--- config.mk ---
export PLATFORM = sky130hd
export DESIGN_NAME = pixel_vibrance_adjust_unit
export DESIGN_NICKNAME = d
export VERILOG_FILES = /design/src/hw/rtl/pva_pkg.sv /design/src/hw/rtl/pixel_vibrance_adjust_unit.sv /design/src/hw/rtl/pva_sat_div.sv
export SDC_FILE = /design/constraint.sdc
export NUM_CORES = 2
export LEC_CHECK = 0
export ABC_AREA = 0
export ABC_CLOCK_PERIOD_IN_PS = 13400
export BUFFER_PORTS_ARGS = -buffer_cell sky130_fd_sc_hd__buf_2
export CORE_ASPECT_RATIO = 0.75
export CORE_MARGIN = 2
export CORE_UTILIZATION = 31
export CTS_BUF_LIST = sky130_fd_sc_hd__clkbuf_8
export DETAILED_ROUTE_END_ITERATION = 10
export PLACE_DENSITY = 0.46
export SYNTH_ARGS = -nofsm -noshare
export SYNTH_HDL_FRONTEND = slang
export SYNTH_SLANG_ARGS = --single-unit
--- constraint.sdc ---
create_clock -name clk_i -period 13.4 [get_ports clk_i]
set_input_delay 2.01 -clock clk_i [delete_from_list [all_inputs] [get_ports clk_i]]
set_output_delay 2.01 -clock clk_i [all_outputs]
set_load 0.01 [all_outputs]
--- src/hw/rtl/pva_pkg.sv ---
// pva_pkg: shared widths, constants, config register codes and the pixel
// payload type of the vibrance adjust block
// no dependencies
package pva_pkg;

  localparam int CH_W      = 8;
  localparam int SAT_BITS  = 12;
  localparam int WIDE_BITS = 22;
  // one quotient bit per divider stage, integer bit plus SAT_BITS fraction bits
  localparam int DIV_STAGES = SAT_BITS + 1;
  localparam int SUM_W  = 10;
  localparam int MEAN_W = 16;
  localparam int DIFF_W = 17;
  localparam int TOT_W  = 26;

  // floor(x / 3) = (x * MEAN_RECIP) >> MEAN_RECIP_SHIFT for x below 2^19
  localparam int          MEAN_RECIP_SHIFT = 20;
  localparam int          MEAN_X_W         = SUM_W + 8;
  localparam int          MEAN_P_W         = MEAN_X_W + MEAN_RECIP_SHIFT;
  localparam logic [19:0] MEAN_RECIP       = 20'd349526;

  localparam int GAIN_FRAC_BITS_DEF = 10;

  localparam int CFG_W     = 12;
  localparam int CFG_IDX_W = 1;

  typedef enum logic [CFG_IDX_W-1:0] {
    CFG_VIBRANCE   = 1'b0,
    CFG_SATURATION = 1'b1
  } pva_cfg_e;

  typedef struct packed {
    logic [CH_W-1:0]  red;
    logic [CH_W-1:0]  green;
    logic [CH_W-1:0]  blue;
    logic [SUM_W-1:0] sum;
  } pva_pix_t;

endpackage

--- src/hw/rtl/pixel_vibrance_adjust_unit.sv ---
// pixel_vibrance_adjust_unit: vibrance and saturation adjustment of one rgb
// pixel per transaction, top level with config registers and gain datapath
// depends on pva_pkg and pva_sat_div
//
//   channel   dir  width  contents
//   s_axis    in   24     input pixel
//   m_axis    out  24     adjusted pixel
//   cfg       in   12     vibrance / saturation settings, write only
//
// one pixel per cycle while the output is not stalled; one min/max stage, 13
// divider stages (one saturation bit each), then gain, product and clamp stages.
// reset clears the valid bits and both settings to zero.
// a stalled output holds every stage that has a successor waiting; empty
// stages keep filling, so nothing is dropped or repeated.
module pixel_vibrance_adjust_unit #(
  parameter int GAIN_FRAC_BITS = pva_pkg::GAIN_FRAC_BITS_DEF
) (
  input  logic                          clk_i,
  input  logic                          rst_ni,
  input  logic                          s_axis_tvalid,
  output logic                          s_axis_tready,
  input  logic [23:0]                   s_axis_tdata,  // red_in, green_in, blue_in
  output logic                          m_axis_tvalid,
  input  logic                          m_axis_tready,
  output logic [23:0]                   m_axis_tdata,  // red_out, green_out, blue_out
  input  logic                          cfg_we_i,
  input  logic [pva_pkg::CFG_IDX_W-1:0] cfg_idx_i,
  input  logic [pva_pkg::CFG_W-1:0]     cfg_data_i
);
  import pva_pkg::*;

  localparam int GAIN_SHIFT = WIDE_BITS - GAIN_FRAC_BITS;
  localparam int GAIN_W     = TOT_W - GAIN_SHIFT;
  localparam int PROD_W     = DIFF_W + GAIN_W;
  localparam int VAL_W      = PROD_W + 1;

  // config registers
  logic signed [CFG_W-1:0] vib_q, sat_gain_q;

  always_ff @(posedge clk_i or negedge rst_ni) begin
    if (!rst_ni) begin
      vib_q      <= '0;
      sat_gain_q <= '0;
    end else if (cfg_we_i) begin
      case (pva_cfg_e'(cfg_idx_i))
        CFG_VIBRANCE:   vib_q      <= cfg_data_i;
        CFG_SATURATION: sat_gain_q <= cfg_data_i;
        default: ;
      endcase
    end
  end

  // stage 1: max, min, sum
  logic            v1_q, en1;
  logic [CH_W-1:0] max1_q, range1_q;
  pva_pix_t        pix1_q;
  logic [CH_W-1:0] r_in, g_in, b_in, mx, mn;
  logic            div_ready;

  assign r_in = s_axis_tdata[7:0];
  assign g_in = s_axis_tdata[15:8];
  assign b_in = s_axis_tdata[23:16];

  always_comb begin
    mx = r_in;
    mn = r_in;
    if (g_in > mx) mx = g_in;
    if (b_in > mx) mx = b_in;
    if (g_in < mn) mn = g_in;
    if (b_in < mn) mn = b_in;
  end

  assign en1 = !v1_q || div_ready;

  always_ff @(posedge clk_i or negedge rst_ni) begin
    if (!rst_ni) begin
      v1_q <= 1'b0;
    end else if (en1) begin
      v1_q <= s_axis_tvalid;
    end
  end

  always_ff @(posedge clk_i) begin
    if (en1) begin
      max1_q       <= mx;
      range1_q     <= mx - mn;
      pix1_q.red   <= r_in;
      pix1_q.green <= g_in;
      pix1_q.blue  <= b_in;
      pix1_q.sum   <= SUM_W'(r_in) + SUM_W'(g_in) + SUM_W'(b_in);
    end
  end

  // saturation divider
  logic              div_valid, div_take;
  logic [SAT_BITS:0] div_sat;
  pva_pix_t          div_pix;

  pva_sat_div u_div (
    .clk_i       (clk_i),
    .rst_ni      (rst_ni),
    .in_valid_i  (v1_q),
    .in_ready_o  (div_ready),
    .in_max_i    (max1_q),
    .in_range_i  (range1_q),
    .in_pix_i    (pix1_q),
    .out_valid_o (div_valid),
    .out_ready_i (div_take),
    .out_sat_o   (div_sat),
    .out_pix_o   (div_pix)
  );

  // stall chain for the tail stages
  logic vg_q, vp_q, vc_q;
  logic eng, enp, enc;

  assign enc      = !vc_q || m_axis_tready;
  assign enp      = !vp_q || enc;
  assign eng      = !vg_q || enp;
  assign div_take = eng;

  always_ff @(posedge clk_i or negedge rst_ni) begin
    if (!rst_ni) begin
      vg_q <= 1'b0;
      vp_q <= 1'b0;
      vc_q <= 1'b0;
    end else begin
      if (eng) vg_q <= div_valid;
      if (enp) vp_q <= vg_q;
      if (enc) vc_q <= vp_q;
    end
  end

  // stage g: gain and channel mean
  logic signed [TOT_W-1:0]     sg_term, vg_term, tot;
  logic signed [SAT_BITS+1:0]  inv_sat;
  logic [MEAN_P_W-1:0]         mean_prod;
  logic signed [GAIN_W-1:0]    gain_q;
  logic [MEAN_W-1:0]           mean_g_q, mean_p_q, mean_c;
  logic [2:0][CH_W-1:0]        chan_g_q;

  always_comb begin
    inv_sat   = (SAT_BITS+2)'(signed'(1 << SAT_BITS))
              - signed'({1'b0, div_sat});
    sg_term   = TOT_W'(sat_gain_q) <<< SAT_BITS;
    vg_term   = TOT_W'(vib_q) * TOT_W'(inv_sat);
    tot       = TOT_W'(signed'(1 << WIDE_BITS)) + sg_term + vg_term;
    mean_prod = MEAN_P_W'({div_pix.sum, 8'd0}) * MEAN_P_W'(MEAN_RECIP);
  end

  always_ff @(posedge clk_i) begin
    if (eng) begin
      // arithmetic shift floors toward minus infinity
      gain_q      <= GAIN_W'(tot >>> GAIN_SHIFT);
      mean_g_q    <= mean_prod[MEAN_RECIP_SHIFT +: MEAN_W];
      chan_g_q[0] <= div_pix.red;
      chan_g_q[1] <= div_pix.green;
      chan_g_q[2] <= div_pix.blue;
    end
  end

  // stage p: distance from mean times gain
  logic signed [DIFF_W-1:0] diff_w [3];
  logic signed [PROD_W-1:0] prod_q [3];

  always_comb begin
    for (int c = 0; c < 3; c++) begin
      diff_w[c] = signed'({1'b0, chan_g_q[c], 8'd0}) - signed'({1'b0, mean_g_q});
    end
  end

  always_ff @(posedge clk_i) begin
    if (enp) begin
      mean_p_q <= mean_g_q;
      for (int c = 0; c < 3; c++) begin
        prod_q[c] <= PROD_W'(diff_w[c]) * PROD_W'(gain_q);
      end
    end
  end

  // stage c: back to 8 fractional bits, add mean, clamp
  logic signed [VAL_W-1:0] val_w [3];
  logic [2:0][CH_W-1:0]    res_d, res_q;

  assign mean_c = mean_p_q;

  always_comb begin
    for (int c = 0; c < 3; c++) begin
      val_w[c] = VAL_W'(prod_q[c] >>> GAIN_FRAC_BITS) + VAL_W'(signed'({1'b0, mean_c}));
      if (val_w[c][VAL_W-1]) begin
        res_d[c] = '0;
      end else if (|val_w[c][VAL_W-2:MEAN_W]) begin
        res_d[c] = '1;
      end else begin
        res_d[c] = val_w[c][MEAN_W-1:8];
      end
    end
  end

  always_ff @(posedge clk_i) begin
    if (enc) begin
      res_q <= res_d;
    end
  end

  assign s_axis_tready = en1;
  assign m_axis_tvalid = vc_q;
  assign m_axis_tdata  = {res_q[2], res_q[1], res_q[0]};

endmodule

--- src/hw/rtl/pva_sat_div.sv ---
// pva_sat_div: pipelined restoring divider giving the saturation fraction
// (range << SAT_BITS) / max, one quotient bit per stage, payload carried alongside
// depends on pva_pkg
module pva_sat_div (
  input  logic                      clk_i,
  input  logic                      rst_ni,
  input  logic                      in_valid_i,
  output logic                      in_ready_o,
  input  logic [pva_pkg::CH_W-1:0]  in_max_i,
  input  logic [pva_pkg::CH_W-1:0]  in_range_i,
  input  pva_pkg::pva_pix_t         in_pix_i,
  output logic                      out_valid_o,
  input  logic                      out_ready_i,
  output logic [pva_pkg::SAT_BITS:0] out_sat_o,
  output pva_pkg::pva_pix_t         out_pix_o
);
  import pva_pkg::*;

  localparam int N = DIV_STAGES;

  logic [N-1:0]     v_q;
  logic [N-1:0]     en;
  logic [N-1:0]     zero_q;
  logic [SAT_BITS:0] quo_q [N];
  pva_pix_t         pix_q [N];
  // partial remainder and divisor are not needed past the last stage
  logic [CH_W-1:0]  rem_q [N-1];
  logic [CH_W-1:0]  div_q [N-1];

  logic [CH_W:0]    part_w [N];
  logic [CH_W:0]    sub_w  [N];
  logic [CH_W-1:0]  dv_w   [N];
  logic [N-1:0]     ge_w;

  // stall chain: a stage loads when it is empty or its successor loads
  always_comb begin
    en[N-1] = !v_q[N-1] || out_ready_i;
    for (int k = N - 2; k >= 0; k--) begin
      en[k] = !v_q[k] || en[k+1];
    end
  end

  always_comb begin
    part_w[0] = {1'b0, in_range_i};
    dv_w[0]   = in_max_i;
    for (int k = 1; k < N; k++) begin
      part_w[k] = {rem_q[k-1], 1'b0};
      dv_w[k]   = div_q[k-1];
    end
    for (int k = 0; k < N; k++) begin
      ge_w[k]  = part_w[k] >= {1'b0, dv_w[k]};
      sub_w[k] = part_w[k] - {1'b0, dv_w[k]};
    end
  end

  always_ff @(posedge clk_i or negedge rst_ni) begin
    if (!rst_ni) begin
      v_q <= '0;
    end else begin
      if (en[0]) begin
        v_q[0] <= in_valid_i;
      end
      for (int k = 1; k < N; k++) begin
        if (en[k]) begin
          v_q[k] <= v_q[k-1];
        end
      end
    end
  end

  always_ff @(posedge clk_i) begin
    if (en[0]) begin
      quo_q[0]  <= {{SAT_BITS{1'b0}}, ge_w[0]};
      zero_q[0] <= (in_max_i == '0);
      pix_q[0]  <= in_pix_i;
    end
    for (int k = 1; k < N; k++) begin
      if (en[k]) begin
        quo_q[k]  <= {quo_q[k-1][SAT_BITS-1:0], ge_w[k]};
        zero_q[k] <= zero_q[k-1];
        pix_q[k]  <= pix_q[k-1];
      end
    end
    for (int k = 0; k < N - 1; k++) begin
      if (en[k]) begin
        rem_q[k] <= ge_w[k] ? sub_w[k][CH_W-1:0] : part_w[k][CH_W-1:0];
        div_q[k] <= dv_w[k];
      end
    end
  end

  assign in_ready_o  = en[0];
  assign out_valid_o = v_q[N-1];
  // black pixel has no saturation
  assign out_sat_o   = zero_q[N-1] ? '0 : quo_q[N-1];
  assign out_pix_o   = pix_q[N-1];

endmodule

==> impl_results.md <==
- Post-synth EDFFs: 945
- Routed wire length: 155000 um
- Fin cells: 8891
- GRT overflow: 0
- Initial Utilization: 31.2%
- Clk Latency, worst-skew pair: 0.91 ns
- Worst hold path class: flip-flop to flip-flop
- I/O pin total: 68
- Die Wd: 548 um
- Remaining DRCs: 0
- Placeable core area: 220000 sq um
- Resized cells post-CTS: 0
- Die ar.: 226000 sq um
- CP endpoint kind: flip-flop
- Placed cell areas: 72900 sq um
- Crit path kind: flip-flop to flip-flop
- Largest net degree at the start of global routing: 61
- WP data required: 14.02 ns
- Syn Inst Count: 5635
- Clk root buf: clkbuf_8
- Finished Cell Area: 76200 sq um
- Slew @ Worst Pin: 1.19 ns
- Commonest cells after routing, fill and taps aside: inv_1 (1177), edfxtp_1 (945), fa_1 (838)
- Arr. time, crit path: 9.69 ns
- Share of layout cells above drive strength 1: 7.54%
- Commonest non-fill, non-tap cell in the layout: inv_1
- Minimum clock period: 9.07 ns
- Routed Antenna Nets: 0
- RSZ-0062 raised after global routing: false
- Seq/Total Area, Yosys: 42.7%
- Layout Skew: 0.128 ns
- Peak Freq: 110 MHz
- Critical Path Start Type: flip-flop
- Top_reg_cell synth: edfxtp_1
- Mean Syn Cell Area: 12.2 sq um
- Sink Count: 986
- Hold Buf Count CTS: 0
- Vias in the first global route: 41900
- Max_slew headroom: 20.3%
- H-tree levels: 4
- Crit path max fanout: 14
- Max-Cap Viols: 0
- CTS tree: built
- Clk buf depth: 4
- Setup bufs post-CTS: 0
- Routability cong.: 0.851
- Status: finished, final reports clean
- #FFs+latches synth: 986
- Detailed-route via count: 39200
- Via/cell ratio: 4.41
- CTS buffer count: 177
- Yosys Warn Count: 0
- Detailed router's first-iteration violation count: 2331
- DPL Wire Length: 120000 um
- TritonRoute pass-1 iters: 7
- Post-Place Cells: 8579
- Fin Setup TNS: 0 ns
- Initial antenna violation count: 11
- Global-route wire length before repair: 245000 um
- Std-Cell Rows: 149
- Fin. Hold Viols: 0
- NumNets Final: 7169
- Asr flop ratio synth: 4.16%
- Number of library cell types mapped by synthesis: 67
- Area grow syn2layout: 10.8%
- Cell area after synthesis: 68800 sq um
- Port Buf Inserts: 67
- Clock slew at reported path FFs: 0.06 ns
- Final worst path period share: 67.7%
- # setup viols final: 0
- Max-slew violations: 0
- Global Route Usage Sum: 14.0%
- Mapped Nets: 6990
- DR WL/cell: 17.4 um
- Chip Height: 412 um
- Fin util: 34.6%
-- synth_stat cells (41+ instances only) --
cell	n	area, sq um
nand2b_1	56	350
nor2b_1	52	325
nor2_1	228	856
edfxtp_1	945	28400
o21ai_0	148	741
a21oi_1	156	781
dfrtp_1	41	1030
nand2_1	472	1770
clkbuf_1	119	447
xor2_1	64	561
fa_1	838	16800
nor3_1	45	225
and2_1	271	1700
ha_1	475	5940
a21o_1	64	480
inv_1	1142	4290
xnor2_1	155	1360
-- logic make-up after synthesis --
kind of cell / count (synthesis) / share of synthesized area (%)
adders and majority gates: 1313 / 33.0
buffers and inverters: 1276 / 7.02
and+or+nand+nor: 1238 / 8.63
DFF: 986 / 42.7
AOI/OAI and AO/OA: 567 / 5.19
xor gates and xnor gates: 222 / 2.86
muxes: 33 / 0.531
-- cell type report --
class / instances / area [sq um]
Clock buffer: 184 / 2530
Clock inverter: 126 / 772
Fill cell: 21700 / 144000
Multi-Input combinational cell: 3373 / 34700
Timing Repair Buffer: 133 / 831
Sequential cell: 986 / 29400
Inverter: 1143 / 4290
Antenna cell: 2 / 5.00
Tap cell: 2944 / 3680
-- registers in the layout, indices dropped and copies added (netlist names), 24 cells and up --
signal,flops
chan_g_q,24
u_div.quo_q,91
u_div.pix_q,442
pix1_q,34
m_axis_tdata,24
u_div.div_q,96
prod_q,63
u_div.rem_q,96
-- final timing paths --
check	start	end	slack, ns	depth (start not counted)
hold reg to reg	u_div.pix_q[0][128]$_DFFE_PP_	u_div.pix_q[1][26]$_DFFE_PP_	0.36	0
setup / recovery	mean_g_q[2]$_DFFE_PP_	prod_q[0][92]$_DFFE_PP_	4.33	26
max in group asynchronous	rst_ni	m_axis_tvalid$_DFFE_PN0P_	11.58	2
setup reg to reg	mean_g_q[2]$_DFFE_PP_	prod_q[0][92]$_DFFE_PP_	4.33	26
min in group asynchronous	rst_ni	sat_gain_q[5]$_DFFE_PN0P_	1.23	2
hold / removal	u_div.pix_q[0][128]$_DFFE_PP_	u_div.pix_q[1][26]$_DFFE_PP_	0.36	0
-- per-stage QoR --
| stage | worst slack [ns] | hold slack [ns] |
|---|---|---|
| after global routing | 3.85 | 0.350 |
| after global placement | 4.44 | 0.401 |
| final | 4.33 | 0.356 |
| after detailed placement | 4.31 | 0.405 |
| after floorplan | 2.11 | 0.400 |
| after CTS | 4.33 | 0.350 |
-- routing by layer --
metal / share of wire [%] / global-route usage [%] / vias up
met2: 41 / 20.0 / 782
met4: 2.5 / 3.96 / 0
met1: 51 / 21.0 / 19600
li1: - / - / 18600
met3: 6.2 / 3.23 / 224
met5: 0 / 0 / -
-- critical path: stages (launching register included) --
cell and delay [ns]:
edfxtp_1 0.46, or4_1 0.70, nor4b_4 0.40, a21oi_1 0.19, o21bai_1 0.16, a21oi_1 0.15
o21ai_2 0.27, xor2_1 0.95, nand2_1 0.19, fa_1 0.58, inv_1 0.06, fa_1 0.44
fa_1 0.54, fa_1 0.43, fa_1 0.49, inv_1 0.06, fa_1 0.51, inv_1 0.05
ha_1 0.31, a21o_1 0.21, a221o_1 0.35, a221o_1 0.35, a41oi_1 0.34, o21ai_1 0.19
nor3_1 0.23, o21bai_1 0.13, xnor2_1 0.13
Power is not shown: default switching activity piles up to over one toggle a cycle in this logic, so the estimate is an artifact.
